`config.mk`:
```
export PLATFORM = sky130hd
export DESIGN_NAME = debounced_press_classifier
export DESIGN_NICKNAME = d
export VERILOG_FILES = /design/src/design/dpc_pkg.sv /design/src/design/dpc_cfg.sv /design/src/design/dpc_eval.sv /design/src/design/dpc_obuf.sv /design/src/design/debounced_press_classifier.sv
export SDC_FILE = /design/constraint.sdc
export NUM_CORES = 1
export LEC_CHECK = 0
export BUFFER_PORTS_ARGS = -buffer_cell sky130_fd_sc_hd__buf_4
export CAP_MARGIN = 20
export CORE_MARGIN = 4
export CORE_UTILIZATION = 61
export DETAILED_ROUTE_END_ITERATION = 16
export GPL_TIMING_DRIVEN = 0
export PLACE_DENSITY = 0.85
export SYNTH_ARGS = -nofsm -noshare
export SYNTH_HDL_FRONTEND = slang
export SYNTH_SLANG_ARGS = --single-unit
export TNS_END_PERCENT = 1
```
`constraint.sdc`:
```
create_clock -name clk_i -period 10.2 [get_ports clk_i]
set_input_delay 1.02 -clock clk_i [delete_from_list [all_inputs] [get_ports clk_i]]
set_output_delay 1.02 -clock clk_i [all_outputs]
set_load 0.05 [all_outputs]
```
`src/design/dpc_pkg.sv`:
```
// dpc_pkg: shared types, codes and helpers for the debounced press classifier
// no dependencies; used by every module of the block
`default_nettype none

package dpc_pkg;

  localparam int unsigned TimeW   = 32;
  localparam int unsigned MsW     = 16;
  localparam int unsigned CfgAddrW = 8;
  localparam int unsigned InDataW  = 40;
  localparam int unsigned OutDataW = 72;

  localparam logic [MsW-1:0] Sat16 = 16'hFFFF;

  localparam logic [MsW-1:0] DebounceRst = 16'd20;
  localparam logic [MsW-1:0] ShortMinRst = 16'd50;
  localparam logic [MsW-1:0] GraceRst    = 16'd1500;
  localparam logic           AssertLvlRst = 1'b0;

  typedef enum logic [2:0] {
    EV_ASSERT       = 3'd0,
    EV_DEASSERT     = 3'd1,
    EV_SHORT        = 3'd2,
    EV_LONG_RELEASE = 3'd3,
    EV_LONG_TIMEOUT = 3'd4
  } evt_code_e;

  typedef enum logic [CfgAddrW-1:0] {
    REG_DEBOUNCE   = 8'd0,
    REG_SHORT_MIN  = 8'd1,
    REG_GRACE      = 8'd2,
    REG_ASSERT_LVL = 8'd3
  } cfg_reg_e;

  typedef struct packed {
    logic [MsW-1:0] debounce_ms;
    logic [MsW-1:0] short_min_ms;
    logic [MsW-1:0] grace_ms;
    logic           assert_level;
  } cfg_t;

  typedef struct packed {
    evt_code_e        event_code;
    logic [TimeW-1:0] event_time;
    logic [MsW-1:0]   event_arg;
    logic             is_pressed;
    logic [MsW-1:0]   last_press;
    logic             last_of_run;
  } result_t;

  function automatic logic [MsW-1:0] sat16(input logic [TimeW-1:0] v);
    logic [MsW-1:0] r;
    r = (v > {{(TimeW-MsW){1'b0}}, Sat16}) ? Sat16 : v[MsW-1:0];
    return r;
  endfunction

  // tdata: event_code, event_time, event_arg, is_pressed, last_press, zero fill
  function automatic logic [OutDataW-1:0] pack_result(input result_t r);
    logic [OutDataW-1:0] d;
    d = {4'b0, r.last_press, r.is_pressed, r.event_arg, r.event_time, r.event_code};
    return d;
  endfunction

endpackage

`default_nettype wire

```
`src/design/dpc_cfg.sv`:
```
// dpc_cfg: configuration register bank of the press classifier
// depends on dpc_pkg for the register indexes and the cfg_t bundle
`default_nettype none

module dpc_cfg (
  input  wire logic                         clk_i,
  input  wire logic                         rst_ni,
  input  wire logic                         cfg_valid_i,
  output logic                              cfg_ready_o,
  input  wire logic [dpc_pkg::CfgAddrW-1:0] cfg_addr_i,
  input  wire logic [dpc_pkg::MsW-1:0]      cfg_data_i,
  output dpc_pkg::cfg_t                     cfg_o
);

  dpc_pkg::cfg_t cfg_q, cfg_d;

  assign cfg_ready_o = 1'b1;

  always_comb begin
    cfg_d = cfg_q;
    if (cfg_valid_i) begin
      case (cfg_addr_i)
        dpc_pkg::REG_DEBOUNCE:   cfg_d.debounce_ms  = cfg_data_i;
        dpc_pkg::REG_SHORT_MIN:  cfg_d.short_min_ms = cfg_data_i;
        dpc_pkg::REG_GRACE:      cfg_d.grace_ms     = cfg_data_i;
        dpc_pkg::REG_ASSERT_LVL: cfg_d.assert_level = cfg_data_i[0];
        default:                 cfg_d = cfg_q;
      endcase
    end
  end

  always_ff @(posedge clk_i or negedge rst_ni) begin
    if (!rst_ni) begin
      cfg_q.debounce_ms  <= dpc_pkg::DebounceRst;
      cfg_q.short_min_ms <= dpc_pkg::ShortMinRst;
      cfg_q.grace_ms     <= dpc_pkg::GraceRst;
      cfg_q.assert_level <= dpc_pkg::AssertLvlRst;
    end else begin
      cfg_q <= cfg_d;
    end
  end

  assign cfg_o = cfg_q;

endmodule

`default_nettype wire

```
`src/design/dpc_eval.sv`:
```
// dpc_eval: debounce state and single-pass event evaluation of one poll word
// depends on dpc_pkg; fed from the input register, feeds the result buffer
`default_nettype none

module dpc_eval (
  input  wire logic                      clk_i,
  input  wire logic                      rst_ni,
  input  wire dpc_pkg::cfg_t             cfg_i,
  input  wire logic                      fire_i,
  input  wire logic [dpc_pkg::TimeW-1:0] now_i,
  input  wire logic                      level_i,
  output dpc_pkg::result_t               res0_o,
  output dpc_pkg::result_t               res1_o,
  output logic [1:0]                     n_res_o
);

  logic                      stable_q, stable_d;
  logic [dpc_pkg::TimeW-1:0] edge_time_q, edge_time_d;
  logic                      pressed_q, pressed_d;
  logic [dpc_pkg::TimeW-1:0] start_q, start_d;
  logic                      long_q, long_d;
  logic [dpc_pkg::MsW-1:0]   last_q, last_d;

  logic [dpc_pkg::TimeW-1:0] edge_diff;
  logic [dpc_pkg::TimeW-1:0] held;
  logic [dpc_pkg::MsW-1:0]   rel_dur;
  logic                      chg;
  logic                      has_edge, has_cls, has_to;
  dpc_pkg::evt_code_e        edge_code, cls_code;
  logic [dpc_pkg::MsW-1:0]   cls_arg;

  assign edge_diff = now_i - edge_time_q;
  assign chg = (level_i != stable_q) &&
               (edge_diff >= {{(dpc_pkg::TimeW-dpc_pkg::MsW){1'b0}}, cfg_i.debounce_ms});
  assign rel_dur = dpc_pkg::sat16(now_i - start_q);

  always_comb begin
    stable_d    = stable_q;
    edge_time_d = edge_time_q;
    pressed_d   = pressed_q;
    start_d     = start_q;
    long_d      = long_q;
    last_d      = last_q;
    has_edge    = 1'b0;
    has_cls     = 1'b0;
    edge_code   = dpc_pkg::EV_ASSERT;
    cls_code    = dpc_pkg::EV_SHORT;
    cls_arg     = rel_dur;

    if (chg) begin
      has_edge    = 1'b1;
      edge_time_d = now_i;
      stable_d    = level_i;
      if (level_i == cfg_i.assert_level) begin
        edge_code = dpc_pkg::EV_ASSERT;
        pressed_d = 1'b1;
        start_d   = now_i;
        long_d    = 1'b0;
      end else begin
        edge_code = dpc_pkg::EV_DEASSERT;
        if (pressed_q) begin
          last_d = rel_dur;
          if (!long_q) begin
            if (rel_dur >= cfg_i.grace_ms) begin
              has_cls  = 1'b1;
              cls_code = dpc_pkg::EV_LONG_RELEASE;
            end else if (rel_dur >= cfg_i.short_min_ms) begin
              has_cls  = 1'b1;
              cls_code = dpc_pkg::EV_SHORT;
            end
          end
        end
        pressed_d = 1'b0;
        start_d   = '0;
        long_d    = 1'b0;
      end
    end

    // hold timeout, judged on the state left by the edge step
    held   = now_i - start_d;
    has_to = pressed_d && !long_d &&
             (held >= {{(dpc_pkg::TimeW-dpc_pkg::MsW){1'b0}}, cfg_i.grace_ms});
    if (has_to) begin
      long_d = 1'b1;
    end
  end

  always_comb begin
    n_res_o = {1'b0, has_edge} + {1'b0, has_cls} + {1'b0, has_to};

    res0_o.event_time  = now_i;
    res0_o.is_pressed  = pressed_d;
    res0_o.last_press  = last_d;
    res0_o.last_of_run = (n_res_o == 2'd1);
    if (has_edge) begin
      res0_o.event_code = edge_code;
      res0_o.event_arg  = {{(dpc_pkg::MsW-1){1'b0}}, level_i};
    end else begin
      res0_o.event_code = dpc_pkg::EV_LONG_TIMEOUT;
      res0_o.event_arg  = dpc_pkg::sat16(held);
    end

    res1_o.event_time  = now_i;
    res1_o.is_pressed  = pressed_d;
    res1_o.last_press  = last_d;
    res1_o.last_of_run = 1'b1;
    if (has_cls) begin
      res1_o.event_code = cls_code;
      res1_o.event_arg  = cls_arg;
    end else begin
      res1_o.event_code = dpc_pkg::EV_LONG_TIMEOUT;
      res1_o.event_arg  = dpc_pkg::sat16(held);
    end
  end

  always_ff @(posedge clk_i or negedge rst_ni) begin
    if (!rst_ni) begin
      stable_q    <= ~dpc_pkg::AssertLvlRst;
      edge_time_q <= '0;
      pressed_q   <= 1'b0;
      start_q     <= '0;
      long_q      <= 1'b0;
      last_q      <= '0;
    end else if (fire_i) begin
      stable_q    <= stable_d;
      edge_time_q <= edge_time_d;
      pressed_q   <= pressed_d;
      start_q     <= start_d;
      long_q      <= long_d;
      last_q      <= last_d;
    end
  end

endmodule

`default_nettype wire

```
`src/design/dpc_obuf.sv`:
```
// dpc_obuf: two-entry result register that hands out the words of one poll
// depends on dpc_pkg for result_t; loads all results of a poll at once
`default_nettype none

module dpc_obuf (
  input  wire logic       clk_i,
  input  wire logic       rst_ni,
  input  wire logic       load_i,
  input  wire logic [1:0] n_i,
  input  wire dpc_pkg::result_t r0_i,
  input  wire dpc_pkg::result_t r1_i,
  output logic            can_load_o,
  output logic            valid_o,
  input  wire logic       ready_i,
  output dpc_pkg::result_t data_o
);

  dpc_pkg::result_t slot0_q, slot0_d, slot1_q, slot1_d;
  logic [1:0]       cnt_q, cnt_d;
  logic             pop;

  assign valid_o    = (cnt_q != 2'd0);
  assign pop        = valid_o && ready_i;
  // only load once the buffer is empty or drains its last word this cycle
  assign can_load_o = (cnt_q == 2'd0) || ((cnt_q == 2'd1) && ready_i);
  assign data_o     = slot0_q;

  always_comb begin
    slot0_d = slot0_q;
    slot1_d = slot1_q;
    cnt_d   = cnt_q;
    if (load_i) begin
      slot0_d = r0_i;
      slot1_d = r1_i;
      cnt_d   = n_i;
    end else if (pop) begin
      slot0_d = slot1_q;
      cnt_d   = cnt_q - 2'd1;
    end
  end

  always_ff @(posedge clk_i or negedge rst_ni) begin
    if (!rst_ni) begin
      cnt_q <= 2'd0;
    end else begin
      cnt_q <= cnt_d;
    end
  end

  always_ff @(posedge clk_i) begin
    slot0_q <= slot0_d;
    slot1_q <= slot1_d;
  end

endmodule

`default_nettype wire

```
`src/design/debounced_press_classifier.sv`:
```
// Debounced button press classifier. Each input word is one poll (ms timestamp
// and raw pin level); the block emits edge events and short/long press events.
// A poll that yields at most one event is taken every cycle while the output
// accepts words; a poll that yields two events holds the input side until the
// result buffer has handed out the first of the two words. On its way to the
// output a poll passes the input register, then the result register. Config
// is written through the cfg channel, which is always ready, and must only
// change while the block is idle. Depends on dpc_pkg, dpc_cfg, dpc_eval, dpc_obuf.
`default_nettype none

module debounced_press_classifier (
  input  wire logic                            clk_i,
  input  wire logic                            rst_ni,
  // tdata: now_time[31:0], pin_level[32], zero fill [39:33]
  input  wire logic                            s_axis_tvalid,
  output logic                                 s_axis_tready,
  input  wire logic [dpc_pkg::InDataW-1:0]     s_axis_tdata,
  // tdata: event_code[2:0], event_time[34:3], event_arg[50:35],
  //        is_pressed[51], last_press[67:52], zero fill [71:68]
  output logic                                 m_axis_tvalid,
  input  wire logic                            m_axis_tready,
  output logic [dpc_pkg::OutDataW-1:0]         m_axis_tdata,
  output logic                                 m_axis_tlast,
  input  wire logic                            cfg_valid_i,
  output logic                                 cfg_ready_o,
  input  wire logic [dpc_pkg::CfgAddrW-1:0]    cfg_addr_i,
  input  wire logic [dpc_pkg::MsW-1:0]         cfg_data_i
);

  dpc_pkg::cfg_t             cfg;
  logic                      in_valid_q;
  logic [dpc_pkg::TimeW-1:0] in_now_q;
  logic                      in_level_q;
  logic                      can_load, proc;
  dpc_pkg::result_t          res0, res1, out_res;
  logic [1:0]                n_res;

  dpc_cfg u_cfg (
    .clk_i       (clk_i),
    .rst_ni      (rst_ni),
    .cfg_valid_i (cfg_valid_i),
    .cfg_ready_o (cfg_ready_o),
    .cfg_addr_i  (cfg_addr_i),
    .cfg_data_i  (cfg_data_i),
    .cfg_o       (cfg)
  );

  assign proc          = in_valid_q && can_load;
  assign s_axis_tready = !in_valid_q || can_load;

  always_ff @(posedge clk_i or negedge rst_ni) begin
    if (!rst_ni) begin
      in_valid_q <= 1'b0;
    end else if (s_axis_tvalid && s_axis_tready) begin
      in_valid_q <= 1'b1;
    end else if (proc) begin
      in_valid_q <= 1'b0;
    end
  end

  always_ff @(posedge clk_i) begin
    if (s_axis_tvalid && s_axis_tready) begin
      in_now_q   <= s_axis_tdata[dpc_pkg::TimeW-1:0];
      in_level_q <= s_axis_tdata[dpc_pkg::TimeW];
    end
  end

  dpc_eval u_eval (
    .clk_i   (clk_i),
    .rst_ni  (rst_ni),
    .cfg_i   (cfg),
    .fire_i  (proc),
    .now_i   (in_now_q),
    .level_i (in_level_q),
    .res0_o  (res0),
    .res1_o  (res1),
    .n_res_o (n_res)
  );

  dpc_obuf u_obuf (
    .clk_i      (clk_i),
    .rst_ni     (rst_ni),
    .load_i     (proc),
    .n_i        (n_res),
    .r0_i       (res0),
    .r1_i       (res1),
    .can_load_o (can_load),
    .valid_o    (m_axis_tvalid),
    .ready_i    (m_axis_tready),
    .data_o     (out_res)
  );

  assign m_axis_tdata = dpc_pkg::pack_result(out_res);
  assign m_axis_tlast = out_res.last_of_run;

endmodule

`default_nettype wire

```
# [Word-level counts from Yosys, hierarchy flattened]
# Index checks and enable logic that the tools add are counted.
[op_classes] order_cmp=6 addsub=6 n_eq_ne=7 reduce_logical=22 muxes=34 bitwise=3
[ops] cell="two-way mux 69 bit" count=2
[ops] cell="two-way mux 16 bit" count=7
[ops] cell="subtractor 32 bit" count=3
[ops] cell="greater-or-equal comparator 32 x 16 -> 1 bit" count=2
[ops] cell="greater-than comparator 32 x 16 -> 1 bit (second input constant)" count=2
[ops] cell="two-way mux 32 bit" count=2
[ops] cell="greater-or-equal comparator 16 bit" count=2
[ops] cell="two-way mux 3 bit" count=6
[ops] cell="equality test 8 x 2 -> 1 bit (second input constant)" count=2
[ops] cell="two-way mux 1 bit" count=15
[ops] cell="AND reduction 2 bit" count=5
[ops] cell="equality test 8 x 1 -> 1 bit (second input constant)" count=1
[ops] cell="zero test 8 bit" count=1
[ops] cell="logical AND 1 bit" count=7
[ops] cell="nonzero test 2 bit" count=3
[ops] cell="OR reduction 5 bit" count=1
[ops] cell="equality test 2 x 1 -> 1 bit (second input constant)" count=2
[ops] cell="two-way mux 2 bit" count=2
[ops] cell="inverter 1 bit" count=3
[ops] cell="adder 1 x 1 -> 2 bit" count=1
[ops] cell="adder 2 x 1 -> 2 bit" count=1
[ops] cell="zero test 1 bit" count=2
[ops] cell="zero test 2 bit" count=1
[ops] cell="logical OR 1 bit" count=2
[ops] cell="3 further kinds" count=3
[totals] wordCells=104 reg_bits=305

# [Longest topological paths before layout]
# Gate-level depths: netlist of the first run.
[depth] ltp_word=14 ltp_mapped=46 ltp_nobuf=44

# [By module]
# Synthesis of the first run repeated with hierarchy kept, for this count alone.
[unflattened] cells_unflattened=2058 area_unflattened_um2=21249.1
[by_module_without_submodules] mod="dpc_eval" area_per_inst_um2=12852.3 cells_per_inst=1672 seq_area_each_um2=2078.2 n_inst=1
[by_module_without_submodules] mod="dpc_obuf" area_per_inst_um2=5380.2 cells_per_inst=233 seq_area_each_um2=4194.0 n_inst=1
[by_module_without_submodules] mod="dpc_cfg" area_per_inst_um2=1931.9 cells_per_inst=110 seq_area_each_um2=1241.2 n_inst=1
[by_module_without_submodules] mod="debounced_press_classifier" area_per_inst_um2=1084.8 cells_per_inst=43 seq_area_each_um2=1016.0 n_inst=1

# [Worst setup path before layout of the first run]
# No wires, ideal clock.
[synth_timing] path_type="register to register" from="reg in_now_q[3] in the netlist's numbering" to="reg u_obuf.slot0_q, in the netlist u_obuf.data_o[0], data pin" stages_incl_launch_ff=38 slack_ns=1.549 arrival_time_ns=8.452 period_less_slack_ns=8.651 setup_time_ns=0.199 cell_sequence="edfxtp_1 ha_1 a21o_1 a21oi_1 nand2_1 and2_1 a41oi_1 o21bai_1 a21oi_1 xnor2_1 ha_1 a21oi_1 o21ai_0 a22oi_1 nand3_1 nor4b_1 o311ai_0 nor4b_1 [... 2 more ...] buf_2 buf_2 mux2i_1 ha_1 nor2b_1 o31a_1 o41ai_1 o211ai_1 a31oi_1 o41a_1 mux2_2 nor4_1 nand4_2 a2111oi_0 nand3_1 nand2_1 fa_1 o21ai_0"
[synth_via] elab_chain_len=14 elab_cells_between_ends=28 classes_between="5 x add/sub; 5 x order compare; 1 x eq/ne; 13 x mux; 4 x reduce/logical"
[synth_rtl] item="start: declaration" line="debounced_press_classifier.sv:32" text="logic [dpc_pkg::TimeW-1:0] in_now_q;"
[synth_rtl] item="start signal: assignment" line="debounced_press_classifier.sv:63" text="in_now_q <= s_axis_tdata[dpc_pkg::TimeW-1:0];"
[synth_rtl] item="branches (longest 11 deep; another with subtractor 32 bit)"
[synth_rtl] item="adder 2 x 1 -> 2 bit *" line="dpc_eval.sv:89" text="n_res_o = {1'b0, has_edge} + {1'b0, has_cls} + {1'b0, has_to};"
[synth_rtl] item="equality test 2 x 1 -> 1 bit *" line="dpc_eval.sv:94" text="res0_o.last_of_run = (n_res_o == 2'd1);"
[synth_rtl] item="two-way mux 69 bit *" line="dpc_obuf.sv:32" text="if (load_i) begin"
[synth_rtl] item="end signal: assignment" line="dpc_obuf.sv:51" text="slot0_q <= slot0_d;"
[synth_rtl] item="end: declaration" line="dpc_obuf.sv:18" text="dpc_pkg::result_t slot0_q, slot0_d, slot1_q, slot1_d;"
# Mark *: on every way between the ends.
# A chain may end at the register's enable or synchronous reset.

# [Worst setup path in the final report of the first run]
[layout_timing] from="reg in_now_q[0] in the netlist's numbering" to="reg u_obuf.slot0_q, in the netlist u_obuf.data_o[0], data pin"
[layout_via] elab_cells_between_ends=28 classes_between="5 x add/sub; 5 x order compare; 1 x eq/ne; 13 x mux; 4 x reduce/logical"
[layout_rtl] item="subtractor 32 bit" line="dpc_eval.sv:32" text="assign edge_diff = now_i - edge_time_q;"
[layout_rtl] item="greater-or-equal comparator 32 x 16 -> 1 bit" line="dpc_eval.sv:34" text="(edge_diff >= {{(dpc_pkg::TimeW-dpc_pkg::MsW){1'b0}}, cfg_i.debounce_ms});"
[layout_rtl] item="logical AND 1 bit" line="dpc_eval.sv:33" text="assign chg = (level_i != stable_q) &&"
[layout_rtl] item="two-way mux 32 bit *" line="dpc_eval.sv:50" text="if (chg) begin"
[layout_rtl] item="named net u_eval.start_d (one bit)" line="dpc_eval.sv:20" text="logic [dpc_pkg::TimeW-1:0] start_q, start_d;"
[layout_rtl] item="subtractor 32 bit *" line="dpc_eval.sv:80" text="held = now_i - start_d;"
[layout_rtl] item="greater-or-equal comparator 32 x 16 -> 1 bit *" line="dpc_eval.sv:82" text="(held >= {{(dpc_pkg::TimeW-dpc_pkg::MsW){1'b0}}, cfg_i.grace_ms});"
[layout_rtl] item="logical AND 1 bit *" line="dpc_eval.sv:81" text="has_to = pressed_d && !long_d &&"
[layout_rtl] item="adder 2 x 1 -> 2 bit *" line="dpc_eval.sv:89"
[layout_rtl] item="equality test 2 x 1 -> 1 bit *" line="dpc_eval.sv:94"
[layout_rtl] item="two-way mux 69 bit *" line="dpc_obuf.sv:32"
# The timed path passes the listed nets; every way through them passes the cells marked *.

==> results by group, run 1 <==
Clock tree
  • Clock Latency Late Sink: 0.52 ns
  • TritonCTS clock tree: yes
  • Clock Path Buffers: 3
  • # H-tree levels: 2
  • TritonCTS buffer count: 34
  • CTS Sinks: 305
  • CTS root buf: clkbuf_16
  • Hold buffers post-CTS: 0
  • Clock Pin Slew Worst Setup and Hold Paths: 0.07 ns

Global routing
  • Largest net degree at the start of global routing: 89
  • Initial antenna violation count: 1
  • GRT busiest layer: met2
  • Total track usage: 0.305
  • Vias in the first global route: 15900
  • First-pass GRT wire length: 85900 um
  • Grt ovf: 0
  • Grt met2 use: 0.492
  • Met3 usage: 0.0594
  • Met1 Resource Use GR: 0.413

Routing
  • Antenna Nets Post-Route: 0
  • WL/cell: 21.4 um
  • WL final: 55700 um
  • DRT Pass-1 Iters: 6
  • DRC violations left: 0
  • Vias: 16500
  • Iteration-0 DRC Markers: 1726
  • Vias/cell: 6.33

Timing
  • Clock skew: 0.0163 ns
  • Tcrit/Tclk final: 0.958
  • # setup viols final: 0
  • Final slew viol count: 0
  • Min cycle time layout: 9.77 ns
  • Worst relative slew slack: 0.200
  • Worst Tran Pin Value: 1.19 ns
  • Final Hold Fails: 0
  • Highest Clock Rate: 0.102 GHz
  • Setup_tns: 0 ns

Die
  • Die Span Y: 187 um
  • Die W: 187 um
  • Row Count: 65
  • Core area: 31600 um^2
  • Number of top-level pins: 145
  • Full die area: 35100 um^2
  • Starting Density: 0.620

Min path
  • Worst Hold Class: in -> async

Run status
  • Outcome: complete, no violations

Synth
  • Number of flops mapped to enable cells by yosys: 170
  • Synth Flop Type: edfxtp_1
  • Async SR Flop Fraction: 0.443
  • Synth area leader: edfxtp_1
  • Post-Syn Area: 19600 um^2
  • Sequential area share after synthesis: 0.433
  • Most numerous cell in the Yosys netlist: nand2_1
  • Synth Instances: 1989
  • Synthesized flop and latch total: 305
  • Synth area leaders: edfxtp_1, dfrtp_1, ha_1
  • Synth top area share: 0.260
  • Syn Area/Cell: 9.86 um^2
  • Post-synth top cells: nand2_1, edfxtp_1, inv_1
  • Synth cell types: 84
  • Synth Warn #: 0

Setup path
  • Startpoint types: flip-flop
  • Kind of cell adding the most delay to the critical path: compound AO/OA/AOI/OAI gates
  • Critical Path Slowest Stage Cell: fa_1
  • CP arrival: 10.11 ns
  • CP Capture Type: flip-flop
  • Required time of the critical path: 10.54 ns
  • Top fanout value on the critical path: 10
  • Worst Path Buf+Inv: 4
  • Crit Path Category: reg -> reg
  • CP peak stage delay: 0.46 ns

Final layout
  • Nets@finish: 2412
  • Area Growth Syn to Fin: 15.5%
  • # diodes: 0
  • Layout cells sized above 1: 0.170

Placement
  • Final Wtd Congestion: 0.961
  • Port bufs: 132
  • DPL Wire Length: 41600 um

Flow run
  • Max_cap viols: 0
## state kept, by name, indices dropped and copies added (netlist names)
register,flops
u_eval.last_q,16
u_eval.edge_time_q,32
u_eval.pressed_q,1
u_eval.long_q,1
u_eval.start_q,32
u_obuf.data_o,69
in_level_q,1
u_obuf.cnt_q,2
in_now_q,32
u_cfg.cfg_o,49
u_eval.stable_q,1
u_obuf.slot1_q,68
in_valid_q,1
## area by class of cell
| type | count | area [um^2] |
|---|---|---|
| buffer | 89 | 419 |
| clock buffer | 43 | 925 |
| clock inverter | 17 | 225 |
| fill | 2210 | 8970 |
| inverter | 170 | 638 |
| multi-input combinational | 1428 | 10200 |
| sequential | 305 | 8500 |
| tap | 402 | 503 |
| timing repair buffer | 152 | 1210 |
## final timing paths
path                               from                 end  slack (ns)  cells past startpoint
min reg2reg                in_now_q[31]  u_obuf.slot1_q[65]        0.46                      0
max reg2reg                 in_now_q[0]    u_obuf.data_o[0]        0.43                     43
max                         in_now_q[0]    u_obuf.data_o[0]        0.43                     43
min in group clk_i         in_now_q[31]  u_obuf.slot1_q[65]        0.46                      0
max in group asynchronous        rst_ni     u_eval.stable_q        8.91                      2
min                              rst_ni     u_cfg.cfg_o[36]        0.45                      1
## worst register-to-register path, delay by kind of cell (launching register included)
family | cells | cell delay, ns
AO/OA/AOI/OAI | 17 | 3.62
XOR/XNOR | 2 | 0.33
adder cells (fa/ha/maj) | 7 | 2.30
buffers and inverters | 4 | 0.62
flip-flops | 1 | 0.36
AND/OR/NAND/NOR | 13 | 2.39
## cells in the final DEF (no fill, tap or decap), types with 21 or more instances in the layout
master and instances:
o21a_1 46, dfrtp_1 122, nand3_1 41, a21o_1 54, and2_1 33, xnor2_1 48, inv_1 170, buf_4 153
a21oi_1 104, nand2_1 255, clkbuf_16 34, mux2i_1 42, mux2_2 83, nor3_1 31, clkbuf_1 55, nor2_1 85
edfxtp_1 170, ha_1 158, o21ai_0 133, nand2b_1 21
## metrics by stage
stage	cell area (um^2)	cells	util	hold slack, ns	setup slack [ns]
floorplan	19600	1992	-	0.424	1.55
global placement	21100	2526	0.668	0.431	-1.07
detailed placement	21200	2531	0.672	0.455	-1.20
CTS	22500	2596	0.711	0.461	0.0112
global route	22700	2606	0.717	0.472	-0.00981
finish	22700	2606	0.717	0.446	0.431
## cells by family after synthesis
group	share of synthesized area
AO/OA/AOI/OAI	0.179
other	0.000383
AND/OR/NAND/NOR	0.133
buffers and inverters	0.0529
flip-flops	0.433
XOR/XNOR	0.0268
adder cells (fa/ha/maj)	0.105
multiplexers	0.0701
## repair_timing
| action | 4_1_cts | 5_1_grt |
|---|---|---|
| resized for setup | 10 | 23 |
| pin swaps | 2 | 4 |
| setup buffers | 5 | 10 |
| endpoints found under the setup margin | 36 | 29 |
## per-layer routing
metal / vias up / part of all wire
met2: 809 / 0.46
met4: 0 / 0.036
li1: 7592 / -
met1: 7957 / 0.41
met3: 148 / 0.089
met5: - / 0
Power of run 1 is not shown: default switching activity piles up to over one toggle a cycle in this logic, so the estimate is an artifact.
==> inputs of run 2 (changes only) <==
--- a/config.mk
+++ b/config.mk
@@ -14,2 +14,3 @@
 export PLACE_DENSITY = 0.85
+export SETUP_SLACK_MARGIN = 0.1
 export SYNTH_ARGS = -nofsm -noshare
==> constraint.sdc (replaced) <==
create_clock -name clk_i -period 10.2 [get_ports clk_i]
set_input_delay 2.04 -clock clk_i [delete_from_list [all_inputs] [get_ports clk_i]]
set_output_delay 2.04 -clock clk_i [all_outputs]
set_load 0.05 [all_outputs]
==> run 2 against run 1 <==
Largest cell class unchanged. Highest routed layer unchanged. Die area did not move. Via count rose by 0.15%. Clock skew barely moved.
==> results by group, run 2 (synthesis gave the netlist of run 1 again) <==
Timing
  • Clock skew: 0.0160 ns (was 0.0163 ns)
  • Tcrit/Tclk final: 0.948 (was 0.958)
  • Setup_tns: 0 ns (unchanged)
  • Final slew viol count: 0 (unchanged)
  • Highest Clock Rate: 0.103 GHz (was 0.102 GHz)
  • RSZ-0062 raised after global routing: no
  • Worst Tran Pin Value: 1.18 ns (was 1.19 ns)
  • Min cycle time layout: 9.67 ns (was 9.77 ns)
  • Final Hold Fails: 0 (unchanged)
  • # setup viols final: 0 (unchanged)
  • Worst relative slew slack: 0.210 (was 0.200)

Final layout
  • Flip-flop count of the largest register after layout: 69 (unchanged)
  • Final instance area: 22700 um^2 (about the same)
  • Fin cells: 2607 (was 2606)
  • Layout cells sized above 1: 0.171 (was 0.170)
  • Area Growth Syn to Fin: 15.6% (was 15.5%)
  • Final Util: 0.717 (about the same)
  • Nets@finish: 2413 (was 2412)
  • # diodes: 0 (unchanged)
  • Most frequent cells in the layout: nand2_1, inv_1, edfxtp_1, ha_1, buf_4 (unchanged)
  • Most common cell after layout, fill and taps aside: nand2_1 (unchanged)
  • Fill cell count: 2208 (was 2210)

Setup path
  • CP arrival: 10.01 ns (was 10.11 ns)
  • Worst reg2reg path endpoint: u_obuf.data_o[0] (unchanged)
  • Required time of the critical path: 10.54 ns (about the same)
  • CP peak stage delay: 0.60 ns (was 0.46 ns)
  • Critical Path Slowest Stage Cell: edfxtp_1 (was fa_1)
  • Crit Path Category: reg -> reg (unchanged)
  • CP Capture Type: flip-flop (unchanged)
  • Reg-to-Reg Start: in_now_q[7] (was in_now_q[0])
  • Startpoint types: flip-flop (unchanged)
  • Top fanout value on the critical path: 10 (unchanged)
  • Worst R2R Setup Slack: 0.53 ns (was 0.43 ns)
  • Crit path top cell by count: ha_1
  • R2R depth: 38 (was 43)

Routing
  • Iteration-0 DRC Markers: 1788 (was 1726)
  • WL/cell: 21.4 um (about the same)
  • Antenna Nets Post-Route: 0 (unchanged)
  • DRT Pass-1 Iters: 6 (unchanged)
  • Vias/cell: 6.34 (was 6.33)
  • WL final: 55900 um (was 55700 um)
  • DRC violations left: 0 (unchanged)
  • Vias: 16500 (about the same)

Clock tree
  • CTS root buf: clkbuf_16 (unchanged)
  • Clock Pin Slew Worst Setup and Hold Paths: 0.06 ns (was 0.07 ns)
  • # H-tree levels: 2 (unchanged)
  • TritonCTS clock tree: yes (unchanged)
  • Clock Path Buffers: 3 (unchanged)
  • Clock Latency Late Sink: 0.52 ns (about the same)
  • TritonCTS buffer count: 34 (unchanged)
  • Hold buffers post-CTS: 0 (unchanged)
  • CTS Sinks: 305 (unchanged)

Global routing
  • Grt ovf: 0 (unchanged)
  • Total track usage: 0.305 (about the same)
  • Vias in the first global route: 15900 (about the same)
  • Initial antenna violation count: 1 (unchanged)
  • Largest net degree at the start of global routing: 89 (unchanged)
  • First-pass GRT wire length: 85900 um (about the same)

Placement
  • Final Wtd Congestion: 0.961 (unchanged)
  • DPL Wire Length: 41600 um (unchanged)
  • Cell Area, Placed: 21200 um^2 (unchanged)
  • Port bufs: 132 (unchanged)
  • Dpl cells: 2531 (unchanged)

Die
  • Die Span Y: 187 um (unchanged)
  • Row Count: 65 (unchanged)
  • Die W: 187 um (unchanged)
  • Core area: 31600 um^2 (unchanged)
  • Number of top-level pins: 145 (unchanged)
  • Full die area: 35100 um^2 (unchanged)
  • Starting Density: 0.620 (unchanged)

Flow run
  • Max_cap viols: 0 (unchanged)

Min path
  • Hold path endpoint: u_obuf.slot1_q[65]
  • Worst Hold Class: reg -> reg (was in -> async)
  • Worst hold start: in_now_q[31]
  • Hold path cells: 0

Run status
  • Outcome: complete, no violations (unchanged)
-- run 2: layout make-up --
cell class / instances / area (um^2) / share of cell area
Timing Repair Buffer: 153 / 1220 / 0.0539
Sequential cell: 305 / 8500 / 0.375
Inverter: 170 / 638 / 0.0281
Clock buffer: 43 / 925 / 0.0407
Buffer: 89 / 427 / 0.0188
Clock inverter: 17 / 225 / 0.00993
Tap cell: 402 / 503 / 0.0222
Multi-Input combinational cell: 1428 / 10300 / 0.452
-- run 2: repair_timing --
| item | CTS | global route |
|---|---|---|
| setup endpoints to repair | 36 | 29 |
| buffers inserted | 5 | 11 |
| gates resized for setup | 11 | 26 |
| pin swaps | 3 | 4 |
-- run 2: worst max-delay path, delay by kind of cell, from the launching register on --
kind,cells,cell delay [ns]
AOI/OAI and AO/OA,16,3.84
xor gates and xnor gates,2,0.48
and+or+nand+nor,11,1.82
buffers and inverters,3,0.63
muxes,1,0.30
adders and majority gates,5,1.82
DFF,1,0.60
-- run 2: per-layer routing --
layer  vias up  global-route usage  part of all wire
met5         -                   0                 0
met4         0               0.108             0.037
met3       153              0.0592             0.095
met2       866               0.493              0.46
met1      7911               0.413              0.41
li1       7600                   -                 -
-- run 2: worst max-delay path by stage --
stage	from	end	slack, ns	depth (start not counted)
5_1_grt	in_now_q[8]	u_obuf.data_o[0]	0.05	38
2_1_floorplan	in_now_q[3]	u_obuf.data_o[0]	1.55	37
3_3_place_gp	in_now_q[1]	u_obuf.data_o[0]	-1.07	36
4_1_cts	in_now_q[0]	u_obuf.data_o[0]	0.12	43
3_5_place_dp	in_now_q[1]	u_obuf.data_o[0]	-1.20	36
6_report	in_now_q[7]	u_obuf.data_o[0]	0.53	38
-- run 2: per-stage QoR --
stage	worst slack, ns	hold slack, ns
2_1_floorplan	1.55	0.424
3_3_place_gp	-1.07	0.431
3_5_place_dp	-1.20	0.455
4_1_cts	0.116	0.469
5_1_grt	0.0539	0.472
6_report	0.532	0.461
Power of run 2 is left out for the same reason.
